`src/sv/prcd_pkg.sv`:
```
// Shared types, constants and register codes for the pixel row change detector.
// Used by every module of the block; depends on nothing else.
`default_nettype none

package prcd_pkg;

    // Field widths fixed by the interface
    localparam int PIX_W   = 8;
    localparam int ROW_W   = 12;
    localparam int LEN_W   = 7;
    localparam int THR_W   = 8;
    localparam int STEP_W  = 7;
    localparam int MREQ_W  = 13;
    localparam int CFG_W   = 13;

    // Default sizing of the block
    localparam int MAX_WINDOW_DEF = 64;
    localparam int MAX_WIDTH_DEF  = 4096;

    // Register values after reset
    localparam logic [LEN_W-1:0]  RESET_WINDOW_LENGTH    = 7'd8;
    localparam logic [THR_W-1:0]  RESET_DIFF_THRESHOLD   = 8'd3;
    localparam logic [STEP_W-1:0] RESET_STEP_SIZE        = 7'd1;
    localparam logic [MREQ_W-1:0] RESET_MATCHES_REQUIRED = 13'd11;

    // Match count saturates at its all-ones value
    localparam logic [MREQ_W-1:0] MATCH_MAX = '1;

    // Queue between the front and back parts
    localparam int QUEUE_DEPTH = 4;
    localparam int QUEUE_AW    = $clog2(QUEUE_DEPTH);
    localparam int QUEUE_CW    = $clog2(QUEUE_DEPTH + 1);

    // Configuration register indexes
    typedef enum logic [1:0] {
        CFG_WINDOW_LENGTH,
        CFG_DIFF_THRESHOLD,
        CFG_STEP_SIZE,
        CFG_MATCHES_REQUIRED
    } cfg_index_t;

    // Sequencer of the column phase unit
    typedef enum logic [1:0] {
        PH_IDLE,
        PH_COL,
        PH_LEN
    } phase_state_t;

    // One classified pixel handed from the front to the back part
    typedef struct packed {
        logic             win_match;
        logic             last;
        logic             scan;
        logic [ROW_W-1:0] row;
    } entry_t;

    // Column events from the front part to the phase unit
    typedef struct packed {
        logic adv;
        logic clr;
    } col_evt_t;

    // Phase unit status
    typedef struct packed {
        logic busy;
        logic hit;
    } phase_stat_t;

    // Queue fill status
    typedef struct packed {
        logic full;
        logic almost_full;
    } queue_stat_t;

endpackage

`default_nettype wire

```
`src/sv/prcd_phase.sv`:
```
// Column phase unit: keeps column mod step and window length mod step.
// After a length or step write it recomputes both with a bit-serial remainder.
// Depends on prcd_pkg.
`default_nettype none

module prcd_phase #(
    parameter int MAX_WINDOW = prcd_pkg::MAX_WINDOW_DEF,
    parameter int MAX_WIDTH  = prcd_pkg::MAX_WIDTH_DEF
) (
    input  wire logic                                 aclk,
    input  wire logic                                 aresetn,
    input  wire logic                                 cfg_touch,
    input  wire logic [$clog2(MAX_WIDTH+1)-1:0]       col_i,
    input  wire logic [$clog2(MAX_WINDOW+1)-1:0]      eff_len_i,
    input  wire logic [prcd_pkg::STEP_W-1:0]          eff_step_i,
    input  wire prcd_pkg::col_evt_t                   evt_i,
    output prcd_pkg::phase_stat_t                     stat_o
);

    localparam int CW   = $clog2(MAX_WIDTH + 1);
    localparam int LENW = $clog2(MAX_WINDOW + 1);
    localparam int DW   = (CW > LENW) ? CW : LENW;
    localparam int NW   = $clog2(DW);
    localparam int SW   = prcd_pkg::STEP_W;
    localparam int RESET_LEN_EFF = (MAX_WINDOW < 8) ? MAX_WINDOW : 8;
    localparam int RESET_RL      = RESET_LEN_EFF % 1;

    prcd_pkg::phase_state_t state_reg, state_next;

    logic [DW-1:0] div_reg;
    logic [SW-1:0] rem_reg;
    logic [NW-1:0] cnt_reg;
    logic [SW-1:0] rc_reg;
    logic [SW-1:0] rl_reg;

    logic [SW:0]   trial;
    logic [SW-1:0] rem_new;
    logic          last_bit;
    logic [SW:0]   rc_inc;

    // One restoring remainder step per cycle
    always_comb begin
        trial    = {rem_reg, div_reg[DW-1]};
        rem_new  = (trial >= {1'b0, eff_step_i}) ? SW'(trial - {1'b0, eff_step_i})
                                                 : trial[SW-1:0];
        last_bit = (cnt_reg == NW'(DW - 1));
        rc_inc   = {1'b0, rc_reg} + {{SW{1'b0}}, 1'b1};
    end

    // Sequencer state register
    always_ff @(posedge aclk) begin
        if (!aresetn) begin
            state_reg <= prcd_pkg::PH_IDLE;
        end else begin
            state_reg <= state_next;
        end
    end

    // Sequencer: a column pass, then a length pass; a new write restarts it.
    always_comb begin
        state_next = state_reg;
        unique case (state_reg)
            prcd_pkg::PH_IDLE: begin
                if (cfg_touch) state_next = prcd_pkg::PH_COL;
            end
            prcd_pkg::PH_COL: begin
                if (cfg_touch) state_next = prcd_pkg::PH_COL;
                else if (last_bit) state_next = prcd_pkg::PH_LEN;
            end
            prcd_pkg::PH_LEN: begin
                if (cfg_touch) state_next = prcd_pkg::PH_COL;
                else if (last_bit) state_next = prcd_pkg::PH_IDLE;
            end
            default: state_next = prcd_pkg::PH_IDLE;
        endcase
    end

    // Remainder datapath and the phase registers
    always_ff @(posedge aclk) begin
        if (!aresetn) begin
            rc_reg <= '0;
            rl_reg <= SW'(RESET_RL);
        end else if (cfg_touch) begin
            div_reg <= DW'(col_i);
            rem_reg <= '0;
            cnt_reg <= '0;
        end else if (state_reg != prcd_pkg::PH_IDLE) begin
            rem_reg <= rem_new;
            div_reg <= div_reg << 1;
            cnt_reg <= cnt_reg + 1'b1;
            if (last_bit) begin
                rem_reg <= '0;
                cnt_reg <= '0;
                if (state_reg == prcd_pkg::PH_COL) begin
                    rc_reg  <= rem_new;
                    div_reg <= DW'(eff_len_i);
                end else begin
                    rl_reg <= rem_new;
                end
            end
        end else if (evt_i.clr) begin
            rc_reg <= '0;
        end else if (evt_i.adv) begin
            rc_reg <= (rc_inc == {1'b0, eff_step_i}) ? '0 : rc_inc[SW-1:0];
        end
    end

    assign stat_o.busy = (state_reg != prcd_pkg::PH_IDLE);
    assign stat_o.hit  = (rc_reg == rl_reg);

endmodule

`default_nettype wire

```
`src/sv/prcd_front.sv`:
```
// Front part: accepts pixel transfers, keeps per-row prefix sums of the channel
// differences in a ring memory and judges each completed window at a step position.
// Depends on prcd_pkg.
`default_nettype none

module prcd_front #(
    parameter int MAX_WINDOW = prcd_pkg::MAX_WINDOW_DEF,
    parameter int MAX_WIDTH  = prcd_pkg::MAX_WIDTH_DEF
) (
    input  wire logic                                aclk,
    input  wire logic                                aresetn,
    input  wire logic                                s_valid,
    output logic                                     s_ready,
    input  wire logic [prcd_pkg::PIX_W-1:0]          s_new_blue,
    input  wire logic [prcd_pkg::PIX_W-1:0]          s_new_green,
    input  wire logic [prcd_pkg::PIX_W-1:0]          s_new_red,
    input  wire logic [prcd_pkg::PIX_W-1:0]          s_old_blue,
    input  wire logic [prcd_pkg::PIX_W-1:0]          s_old_green,
    input  wire logic [prcd_pkg::PIX_W-1:0]          s_old_red,
    input  wire logic [prcd_pkg::ROW_W-1:0]          s_row_index,
    input  wire logic                                s_start_of_scan,
    input  wire logic                                s_last_in_row,
    input  wire logic [$clog2(MAX_WINDOW+1)-1:0]     eff_len_i,
    input  wire logic [prcd_pkg::THR_W-1:0]          thr_i,
    input  wire prcd_pkg::phase_stat_t               phase_stat_i,
    input  wire prcd_pkg::queue_stat_t               q_stat_i,
    output logic [$clog2(MAX_WIDTH+1)-1:0]           col_o,
    output prcd_pkg::col_evt_t                       evt_o,
    output logic                                     push_o,
    output prcd_pkg::entry_t                         push_entry_o
);

    localparam int CW   = $clog2(MAX_WIDTH + 1);
    localparam int LENW = $clog2(MAX_WINDOW + 1);
    localparam int XW   = (CW > LENW) ? CW : LENW;
    localparam int AW   = (MAX_WINDOW > 1) ? $clog2(MAX_WINDOW) : 1;
    localparam int DEPTH = 1 << AW;
    localparam int SW   = $clog2(MAX_WINDOW * 255 + 1) + 1;
    localparam int LW   = LENW + prcd_pkg::THR_W;
    localparam int CMPW = SW + LW;
    localparam int PW   = prcd_pkg::PIX_W;

    logic [CW-1:0]         col_reg;
    logic [2:0][SW-1:0]    pref_reg;
    logic [2:0][SW-1:0]    pref_next;
    logic [3*SW-1:0]       ring_mem [DEPTH];
    logic [3*SW-1:0]       rd_reg;
    logic [3*SW-1:0]       pcur_reg;
    logic                  st1_valid_reg;
    logic                  win_reg;
    logic                  last_reg;
    logic                  scan_reg;
    logic [prcd_pkg::ROW_W-1:0] row_reg;
    logic [LW-1:0]         limit_reg;

    logic                  accept;
    logic                  in_range;
    logic                  win;
    logic [AW-1:0]         wr_addr;
    logic [AW-1:0]         rd_addr;
    logic [2:0][PW-1:0]    new_px;
    logic [2:0][PW-1:0]    old_px;
    logic [2:0][PW:0]      diff;
    logic [2:0][SW-1:0]    wsum;
    logic [2:0][SW-1:0]    mag;
    logic                  match;

    // Input handshake: no phase recompute, and the queue must hold this pixel and the one in flight.
    assign s_ready = !phase_stat_i.busy &&
                     !(st1_valid_reg ? q_stat_i.almost_full : q_stat_i.full);
    assign accept  = s_valid && s_ready;

    // Classify the incoming pixel and form the next prefix sums
    always_comb begin
        new_px   = {s_new_red, s_new_green, s_new_blue};
        old_px   = {s_old_red, s_old_green, s_old_blue};
        in_range = (col_reg < CW'(MAX_WIDTH));
        win      = in_range && (XW'(col_reg) >= XW'(eff_len_i)) && phase_stat_i.hit;
        wr_addr  = AW'(col_reg);
        rd_addr  = AW'(col_reg) - AW'(eff_len_i);
        for (int c = 0; c < 3; c++) begin
            diff[c]      = {1'b0, new_px[c]} - {1'b0, old_px[c]};
            pref_next[c] = pref_reg[c] + SW'($signed(diff[c]));
        end
    end

    // Column counter and running prefix sums
    always_ff @(posedge aclk) begin
        if (!aresetn) begin
            col_reg       <= '0;
            pref_reg      <= '0;
            st1_valid_reg <= 1'b0;
        end else begin
            st1_valid_reg <= accept;
            if (accept) begin
                if (s_last_in_row) begin
                    col_reg  <= '0;
                    pref_reg <= '0;
                end else if (in_range) begin
                    col_reg  <= col_reg + 1'b1;
                    pref_reg <= pref_next;
                end
            end
        end
    end

    // Prefix ring: slot holds the prefix before that column; read is registered.
    always_ff @(posedge aclk) begin
        if (accept) begin
            if (in_range) begin
                ring_mem[wr_addr] <= pref_reg;
            end
            rd_reg <= ring_mem[rd_addr];
        end
    end

    // Stage one payload and the comparison limit
    always_ff @(posedge aclk) begin
        if (accept) begin
            pcur_reg <= pref_reg;
            win_reg  <= win;
            last_reg <= s_last_in_row;
            scan_reg <= s_start_of_scan;
            row_reg  <= s_row_index;
        end
        limit_reg <= LW'(eff_len_i) * LW'(thr_i);
    end

    // Window sums from prefix differences, then the magnitude compare
    always_comb begin
        match = 1'b0;
        for (int c = 0; c < 3; c++) begin
            wsum[c] = pcur_reg[c*SW +: SW] - rd_reg[c*SW +: SW];
            mag[c]  = wsum[c][SW-1] ? (~wsum[c] + SW'(1)) : wsum[c];
            if (CMPW'(mag[c]) > CMPW'(limit_reg)) match = 1'b1;
        end
    end

    assign col_o     = col_reg;
    assign evt_o.adv = accept && in_range;
    assign evt_o.clr = accept && s_last_in_row;

    assign push_o                 = st1_valid_reg;
    assign push_entry_o.win_match = win_reg && match;
    assign push_entry_o.last      = last_reg;
    assign push_entry_o.scan      = scan_reg;
    assign push_entry_o.row       = row_reg;

endmodule

`default_nettype wire

```
`src/sv/prcd_queue.sv`:
```
// Short queue of classified pixels between the front and back parts.
// Depends on prcd_pkg.
`default_nettype none

module prcd_queue (
    input  wire logic                  aclk,
    input  wire logic                  aresetn,
    input  wire logic                  push_i,
    input  wire prcd_pkg::entry_t      push_entry_i,
    input  wire logic                  pop_i,
    output logic                       head_valid_o,
    output prcd_pkg::entry_t           head_o,
    output prcd_pkg::queue_stat_t      stat_o
);

    localparam int QAW = prcd_pkg::QUEUE_AW;
    localparam int QCW = prcd_pkg::QUEUE_CW;

    prcd_pkg::entry_t  slot_reg [prcd_pkg::QUEUE_DEPTH];
    logic [QAW-1:0]    wr_ptr_reg;
    logic [QAW-1:0]    rd_ptr_reg;
    logic [QCW-1:0]    count_reg;

    // Pointers and fill count
    always_ff @(posedge aclk) begin
        if (!aresetn) begin
            wr_ptr_reg <= '0;
            rd_ptr_reg <= '0;
            count_reg  <= '0;
        end else begin
            if (push_i) wr_ptr_reg <= wr_ptr_reg + 1'b1;
            if (pop_i)  rd_ptr_reg <= rd_ptr_reg + 1'b1;
            if (push_i && !pop_i)      count_reg <= count_reg + 1'b1;
            else if (pop_i && !push_i) count_reg <= count_reg - 1'b1;
        end
    end

    // Entry storage
    always_ff @(posedge aclk) begin
        if (push_i) slot_reg[wr_ptr_reg] <= push_entry_i;
    end

    assign head_valid_o       = (count_reg != '0);
    assign head_o             = slot_reg[rd_ptr_reg];
    assign stat_o.full        = (count_reg == QCW'(prcd_pkg::QUEUE_DEPTH));
    assign stat_o.almost_full = (count_reg >= QCW'(prcd_pkg::QUEUE_DEPTH - 1));

endmodule

`default_nettype wire

```
`src/sv/prcd_back.sv`:
```
// Back part: counts matching windows per row, keeps the scan decision and
// holds the row result in an output register until it is taken.
// Depends on prcd_pkg.
`default_nettype none

module prcd_back (
    input  wire logic                           aclk,
    input  wire logic                           aresetn,
    input  wire logic                           head_valid_i,
    input  wire prcd_pkg::entry_t               head_i,
    output logic                                pop_o,
    input  wire logic [prcd_pkg::MREQ_W-1:0]    mreq_i,
    output logic                                m_valid,
    input  wire logic                           m_ready,
    output logic                                m_row_changed,
    output logic                                m_decided,
    output logic                                m_tear_found,
    output logic [prcd_pkg::ROW_W-1:0]          m_tear_row
);

    localparam int MW = prcd_pkg::MREQ_W;
    localparam int RW = prcd_pkg::ROW_W;

    logic [MW-1:0] mc_reg;
    logic          dec_reg;
    logic          tear_reg;
    logic [RW-1:0] fnr_reg;
    logic          out_valid_reg;
    logic          out_changed_reg;
    logic          out_dec_reg;
    logic          out_tear_reg;
    logic [RW-1:0] out_row_reg;

    logic [MW-1:0] need;
    logic [MW-1:0] mc_inc;
    logic          changed;
    logic          dec_next;
    logic          tear_next;
    logic [RW-1:0] fnr_next;

    // A row end waits only while the output register is full and not taken.
    assign pop_o = head_valid_i && (!head_i.last || !out_valid_reg || m_ready);

    // Match count and decision update for the entry at the queue head
    always_comb begin
        need    = (mreq_i == '0) ? MW'(1) : mreq_i;
        mc_inc  = (head_i.win_match && (mc_reg != prcd_pkg::MATCH_MAX))
                  ? mc_reg + 1'b1 : mc_reg;
        changed = (mc_inc >= need);

        dec_next  = head_i.scan ? 1'b0 : dec_reg;
        tear_next = head_i.scan ? 1'b0 : tear_reg;
        fnr_next  = head_i.scan ? '0   : fnr_reg;
        if (head_i.last && changed && !dec_next) begin
            dec_next  = 1'b1;
            tear_next = !head_i.scan;
            fnr_next  = head_i.scan ? '0 : head_i.row;
        end
    end

    // Row and scan state
    always_ff @(posedge aclk) begin
        if (!aresetn) begin
            mc_reg        <= '0;
            dec_reg       <= 1'b0;
            tear_reg      <= 1'b0;
            fnr_reg       <= '0;
            out_valid_reg <= 1'b0;
        end else begin
            if (pop_o) begin
                mc_reg   <= head_i.last ? '0 : mc_inc;
                dec_reg  <= dec_next;
                tear_reg <= tear_next;
                fnr_reg  <= fnr_next;
            end
            if (pop_o && head_i.last) out_valid_reg <= 1'b1;
            else if (m_ready)         out_valid_reg <= 1'b0;
        end
    end

    // Result payload
    always_ff @(posedge aclk) begin
        if (pop_o && head_i.last) begin
            out_changed_reg <= changed;
            out_dec_reg     <= dec_next;
            out_tear_reg    <= tear_next;
            out_row_reg     <= tear_next ? fnr_next : '0;
        end
    end

    assign m_valid       = out_valid_reg;
    assign m_row_changed = out_changed_reg;
    assign m_decided     = out_dec_reg;
    assign m_tear_found  = out_tear_reg;
    assign m_tear_row    = out_row_reg;

endmodule

`default_nettype wire

```
`src/sv/pixel_row_change_detector_unit.sv`:
```
// Top level of the pixel row change detector: configuration registers and
// the front part, phase unit, queue and back part. Depends on prcd_pkg.
//
//   Channel  | Direction | Handshake          | Payload
//   ---------+-----------+--------------------+-----------------------------------
//   s_       | in        | s_valid / s_ready  | new/old B,G,R, row, scan, last
//   m_       | out       | m_valid / m_ready  | row_changed, decided, tear_found/row
//   cfg_     | in        | cfg_wr_en          | cfg_index, cfg_wr_data
//
// One pixel transfer per cycle while s_ready is high; a row result passes from its
// last pixel through the stage-one register, the queue and the output register.
// A write of window_length or step_size holds s_ready low while the column
// and length phases are recomputed serially over the remainder width (max of
// column and length widths). Reset is synchronous and needs no clearing pass.
// A stalled result output backs up through the four-entry queue before s_ready drops.
`default_nettype none

module pixel_row_change_detector_unit #(
    parameter int MAX_WINDOW = prcd_pkg::MAX_WINDOW_DEF,
    parameter int MAX_WIDTH  = prcd_pkg::MAX_WIDTH_DEF
) (
    input  wire logic                              aclk,
    input  wire logic                              aresetn,
    input  wire logic                              cfg_wr_en,
    input  wire logic [1:0]                        cfg_index,
    input  wire logic [prcd_pkg::CFG_W-1:0]        cfg_wr_data,
    input  wire logic                              s_valid,
    output logic                                   s_ready,
    input  wire logic [prcd_pkg::PIX_W-1:0]        s_new_blue,
    input  wire logic [prcd_pkg::PIX_W-1:0]        s_new_green,
    input  wire logic [prcd_pkg::PIX_W-1:0]        s_new_red,
    input  wire logic [prcd_pkg::PIX_W-1:0]        s_old_blue,
    input  wire logic [prcd_pkg::PIX_W-1:0]        s_old_green,
    input  wire logic [prcd_pkg::PIX_W-1:0]        s_old_red,
    input  wire logic [prcd_pkg::ROW_W-1:0]        s_row_index,
    input  wire logic                              s_start_of_scan,
    input  wire logic                              s_last_in_row,
    output logic                                   m_valid,
    input  wire logic                              m_ready,
    output logic                                   m_row_changed,
    output logic                                   m_decided,
    output logic                                   m_tear_found,
    output logic [prcd_pkg::ROW_W-1:0]             m_tear_row
);

    localparam int CW   = $clog2(MAX_WIDTH + 1);
    localparam int LENW = $clog2(MAX_WINDOW + 1);

    logic [prcd_pkg::LEN_W-1:0]  window_length_reg;
    logic [prcd_pkg::THR_W-1:0]  diff_threshold_reg;
    logic [prcd_pkg::STEP_W-1:0] step_size_reg;
    logic [prcd_pkg::MREQ_W-1:0] matches_required_reg;

    logic [LENW-1:0]             eff_len;
    logic [prcd_pkg::STEP_W-1:0] eff_step;
    logic                        cfg_touch;
    logic [CW-1:0]               col;

    prcd_pkg::col_evt_t    col_evt;
    prcd_pkg::phase_stat_t phase_stat;
    prcd_pkg::queue_stat_t q_stat;
    prcd_pkg::entry_t      push_entry;
    prcd_pkg::entry_t      head;
    logic                  push;
    logic                  pop;
    logic                  head_valid;

    // Configuration registers
    always_ff @(posedge aclk) begin
        if (!aresetn) begin
            window_length_reg    <= prcd_pkg::RESET_WINDOW_LENGTH;
            diff_threshold_reg   <= prcd_pkg::RESET_DIFF_THRESHOLD;
            step_size_reg        <= prcd_pkg::RESET_STEP_SIZE;
            matches_required_reg <= prcd_pkg::RESET_MATCHES_REQUIRED;
        end else if (cfg_wr_en) begin
            unique case (prcd_pkg::cfg_index_t'(cfg_index))
                prcd_pkg::CFG_WINDOW_LENGTH:
                    window_length_reg <= cfg_wr_data[prcd_pkg::LEN_W-1:0];
                prcd_pkg::CFG_DIFF_THRESHOLD:
                    diff_threshold_reg <= cfg_wr_data[prcd_pkg::THR_W-1:0];
                prcd_pkg::CFG_STEP_SIZE:
                    step_size_reg <= cfg_wr_data[prcd_pkg::STEP_W-1:0];
                prcd_pkg::CFG_MATCHES_REQUIRED:
                    matches_required_reg <= cfg_wr_data[prcd_pkg::MREQ_W-1:0];
                default: ;
            endcase
        end
    end

    // Effective window length and step: zero means one, length clamps.
    always_comb begin
        if (window_length_reg == '0) begin
            eff_len = LENW'(1);
        end else if (32'(window_length_reg) > MAX_WINDOW) begin
            eff_len = LENW'(MAX_WINDOW);
        end else begin
            eff_len = LENW'(window_length_reg);
        end
        eff_step  = (step_size_reg == '0) ? prcd_pkg::STEP_W'(1) : step_size_reg;
        cfg_touch = cfg_wr_en &&
                    ((cfg_index == prcd_pkg::CFG_WINDOW_LENGTH) ||
                     (cfg_index == prcd_pkg::CFG_STEP_SIZE));
    end

    prcd_phase #(
        .MAX_WINDOW (MAX_WINDOW),
        .MAX_WIDTH  (MAX_WIDTH)
    ) u_phase (
        .aclk       (aclk),
        .aresetn    (aresetn),
        .cfg_touch  (cfg_touch),
        .col_i      (col),
        .eff_len_i  (eff_len),
        .eff_step_i (eff_step),
        .evt_i      (col_evt),
        .stat_o     (phase_stat)
    );

    prcd_front #(
        .MAX_WINDOW (MAX_WINDOW),
        .MAX_WIDTH  (MAX_WIDTH)
    ) u_front (
        .aclk            (aclk),
        .aresetn         (aresetn),
        .s_valid         (s_valid),
        .s_ready         (s_ready),
        .s_new_blue      (s_new_blue),
        .s_new_green     (s_new_green),
        .s_new_red       (s_new_red),
        .s_old_blue      (s_old_blue),
        .s_old_green     (s_old_green),
        .s_old_red       (s_old_red),
        .s_row_index     (s_row_index),
        .s_start_of_scan (s_start_of_scan),
        .s_last_in_row   (s_last_in_row),
        .eff_len_i       (eff_len),
        .thr_i           (diff_threshold_reg),
        .phase_stat_i    (phase_stat),
        .q_stat_i        (q_stat),
        .col_o           (col),
        .evt_o           (col_evt),
        .push_o          (push),
        .push_entry_o    (push_entry)
    );

    prcd_queue u_queue (
        .aclk         (aclk),
        .aresetn      (aresetn),
        .push_i       (push),
        .push_entry_i (push_entry),
        .pop_i        (pop),
        .head_valid_o (head_valid),
        .head_o       (head),
        .stat_o       (q_stat)
    );

    prcd_back u_back (
        .aclk          (aclk),
        .aresetn       (aresetn),
        .head_valid_i  (head_valid),
        .head_i        (head),
        .pop_o         (pop),
        .mreq_i        (matches_required_reg),
        .m_valid       (m_valid),
        .m_ready       (m_ready),
        .m_row_changed (m_row_changed),
        .m_decided     (m_decided),
        .m_tear_found  (m_tear_found),
        .m_tear_row    (m_tear_row)
    );

endmodule

`default_nettype wire

```
`config.mk`:
```
export PLATFORM = sky130hd
export DESIGN_NAME = pixel_row_change_detector_unit
export DESIGN_NICKNAME = d
export VERILOG_FILES = /design/src/sv/prcd_pkg.sv /design/src/sv/prcd_phase.sv /design/src/sv/prcd_front.sv /design/src/sv/prcd_queue.sv /design/src/sv/prcd_back.sv /design/src/sv/pixel_row_change_detector_unit.sv
export SDC_FILE = /design/constraint.sdc
export NUM_CORES = 2
export LEC_CHECK = 0
export ABC_AREA = 1
export BUFFER_PORTS_ARGS = -buffer_cell sky130_fd_sc_hd__buf_2
export CORE_ASPECT_RATIO = 1.5
export CORE_UTILIZATION = 56
export DETAILED_ROUTE_END_ITERATION = 6
export PLACE_DENSITY = 0.73
export SLEW_MARGIN = 20
export SYNTH_ARGS = -nofsm -noshare
export SYNTH_HDL_FRONTEND = slang
export SYNTH_SLANG_ARGS = --single-unit
```
`constraint.sdc`:
```
create_clock -name aclk -period 4.5 [get_ports aclk]
set_clock_uncertainty 0.15 [all_clocks]
set_input_delay 0.45 -clock aclk [delete_from_list [all_inputs] [get_ports aclk]]
set_output_delay 0.45 -clock aclk [all_outputs]
set_load 0.01 [all_outputs]
```
==> results.cfg <==
[detailed_routing]
ant_nets = 0
vias = 96800
drc = 0
drt-vias-per-instance = 6.25
wl_um = 399000
avgRoutedWirePerCell_um = 25.7
drt_iter0_markers = 12200
drt-pass1-iter-count = 6

[finish]
syn_to_final_growth_pct = 12.7
post-route-util_pct = 63.6
fill_cells = 17900
drive_above_1_share_pct = 9.57
multi_input_area_sq_mm = 0.0376
fin_nets = 12400
largest_reg_flops = 2880
seq_area_sq_mm = 0.0959

[clock_network]
clkLatencyLatePin_ns = 0.87
cts_inserted_buffers = 298
cts_tree = built
cts-htree-levels = 5
clockBufferDepth = 4
cts_root_buffer = clkbuf_16
clock-sinks = 3246
clk_pin_slew_ns = 0.06

[grt]
grt_pass1_wl_um = 580000
grt_antenna_before_repair = 16
grt_use_total_pct = 31.2
grt_util_met2_pct = 53.9
use_met3_pct = 4.82
busiest_layer = met2
grt_max_degree = 108
overflow = 0
first_global_vias = 94500
grt.met1_usage_pct = 36.6

[power]
ir_drop_mv = 0.498
intPower_uw = 55100
power.switching_uw = 26000
total_power_uw = 81100
powerDensity_mw_per_mm2 = 518
p_leak_uw = 0.0555
pwr-share-clk_pct = 30.2
p_comb_share_pct = 26.4
netSwitchingFraction_pct = 32.1
p_seq_share_pct = 43.4

[setup_path]
critical_path_required_ns = 5.06
regToRegStartpoint = window_length_reg[3]$_SDFFE_PN1P_
reg2reg_slack_ns = 0.09
worstSetupStartpointType = flip-flop
r2r_cells = 20
reg2reg_to = u_front.rd_reg[34]$_DFFE_PP_
critical_path_arrival_ns = 4.96
timing_worst_setup_path_type = reg2reg
path_max_fanout = 18
endpoint_kind = flip-flop
crit_path_start = window_length_reg[3]$_SDFFE_PN1P_

[die]
start_util_pct = 56.4
ios = 99
core.rowCount = 223
die_w_um = 409
dieHeight_um = 612
coreArea_sq_mm = 0.246
dieArea_sq_mm = 0.250

[worst_hold_path]
worst_hold_path.endpoint = u_front.pref_reg[15]$_SDFFE_PN0P_
min_path_cells = 5
hold_path_class = in2reg
min_from = s_old_green[0]

[logic_synthesis]
yosys.area_share.simple_pct = 11.9
synth_fa_ha_area_share_pct = 2.63
async_flop_share_pct = 0
yosysMostFrequentCell = edfxtp_1
synth-xor-area-share_pct = 0.609
synth_common_cells = edfxtp_1 (3084), nor2_1 (2201), nand2_1 (1419), o21ai_0 (953), inv_1 (834)
synth_top_family_by_area = simple AND/OR/NAND/NOR gates
muxShareOfSynthArea_pct = 0.973
synthTopCellsByArea = edfxtp_1 (67%), nor2_1 (6.0%), nand2_1 (3.8%)
netlist_instances = 11800
syn_area_sq_mm = 0.139
synth-edff-count = 3084
ys_seq_elements = 3246
avgSynthCellArea_sq_um = 11.8
syn_nets = 12100
synth_top_cell_by_area = edfxtp_1
ys_warn_count = 0
ys_seq_area_share_pct = 69.0
synth_compound_area_share_pct = 10.4
synth.distinct_cells = 59
yosysTopAreaCellShare_pct = 66.7
synth-main-ff-cell = edfxtp_1

[placement]
gp_congestion = 0.896
dpl.hpwl_um = 234000
portBuffers = 98
place_ws_ns = -0.173

[timing]
worst_pin_slew_ns = 1.20
finalHoldViolations = 0
slew_headroom_pct = 19.9
setup_viol = 0
setup_slack_ns = 0.0939
fin_crit_ns = 4.41
rsz0062_at_grt = true
drv_slew = 0
period_share_pct = 97.9
fmax_mhz = 227

[status]
status = completed

[job]
cap_violations = 0
==> cells by family after synthesis <==
group,after synthesis
AO/OA/AOI/OAI,2349
XOR/XNOR,94
adder cells (fa/ha/maj),267
buffers and inverters,1510
flip-flops,3246
multiplexers,135
AND/OR/NAND/NOR,4174
==> placed cells by master (no fill, tap or decap), drive strengths merged, types with 14 or more instances in the layout <==
cell	synthesis	routed
o32ai	585	585
o21ai	1297	1297
dlygate4sd3	0	42
inv	842	855
fa	41	41
dfxtp	162	162
nor2	2206	2206
xor2	61	61
nor3	34	34
buf	323	557
o211ai	14	14
mux2i	135	135
clkbuf	341	364
a21oi	226	226
or2	22	22
edfxtp	3084	3084
clkinv	4	126
nand2	1420	1420
nand3	414	414
bufinv	0	19
ha	226	226
xnor2	33	33
a31oi	20	20
nand4	52	52
o22ai	142	142
==> worst max-delay path: stages (launching register included) <==
cell	delay [ns]
dfxtp_1	0.32
buf_4	0.14
nor2_1	0.10
nand3_1	0.11
nor2_1	0.10
o21ai_1	0.11
inv_2	0.11
ha_4	0.12
inv_1	0.06
fa_4	0.99
buf_16	0.24
buf_12	0.19
buf_4	0.25
o21ai_0	0.13
o32ai_1	0.15
nand2_1	0.09
o21ai_1	0.09
nand2_1	0.10
nand3_1	0.20
nand2_1	0.20
o21ai_2	0.22
==> metrics by stage <==
| stage | hold WS (ns) | TNS (ns) | area, sq um | cells |
|---|---|---|---|---|
| floorplan | 0.280 | 0 | 139000 | 11800 |
| global placement | 0.307 | -0.232 | 146000 | 14900 |
| detailed placement | 0.328 | -0.322 | 146000 | 14900 |
| CTS | 0.00836 | 0 | 156000 | 15500 |
| global route | 0.0458 | -0.199 | 157000 | 15500 |
| finish | 0.0315 | 0 | 157000 | 15500 |
==> how the worst max path moves through the flow <==
stage | endpoint | slack [ns]
global route | u_front.limit_reg[13]$_DFF_P_ | -0.11
global placement | u_front.rd_reg[5]$_DFFE_PP_ | -0.12
CTS | u_front.limit_reg[13]$_DFF_P_ | 0.01
detailed placement | u_front.rd_reg[5]$_DFFE_PP_ | -0.17
finish | u_front.rd_reg[34]$_DFFE_PP_ | 0.09
floorplan | u_front.limit_reg[13]$_DFF_P_ | 0.20
==> routing by layer <==
| layer | share of wire, % | vias to the layer above |
|---|---|---|
| met1 | 34 | 47500 |
| met4 | 6.7 | 8 |
| met2 | 50 | 5526 |
| met3 | 9.2 | 1271 |
| met5 | 0.013 | - |
| li1 | - | 42600 |
==> power by group through the flow <==
stage | clock, uW | sequential, uW | combinational [uW]
6_report | 24500 | 35200 | 21400
5_1_grt | 25800 | 35200 | 23300
4_1_cts | 24700 | 35200 | 20900
3_5_place_dp | 0 | 35800 | 20700
3_3_place_gp | 0 | 35800 | 20100
2_1_floorplan | 0 | 36200 | 13000
==> timing repair <==
action,CTS,global route
hold buffers,42,0
gates cloned,0,3
hold endpoints to repair,62,0
endpoints found under the setup margin,7,46
setup buffers,1,15
pin swaps,1,5
gates resized for setup,3,74
==> cell type report <==
class | count | area share [%]
sequential | 3246 | 61.3
inverter | 846 | 2.05
clock buffer | 361 | 5.03
timing repair buffer | 602 | 4.19
tap | 3262 | 2.61
multi-input combinational | 7019 | 24.0
antenna | 10 | 0.0160
clock inverter | 160 | 0.856
Note: power is estimated with default switching activity, not from simulation.
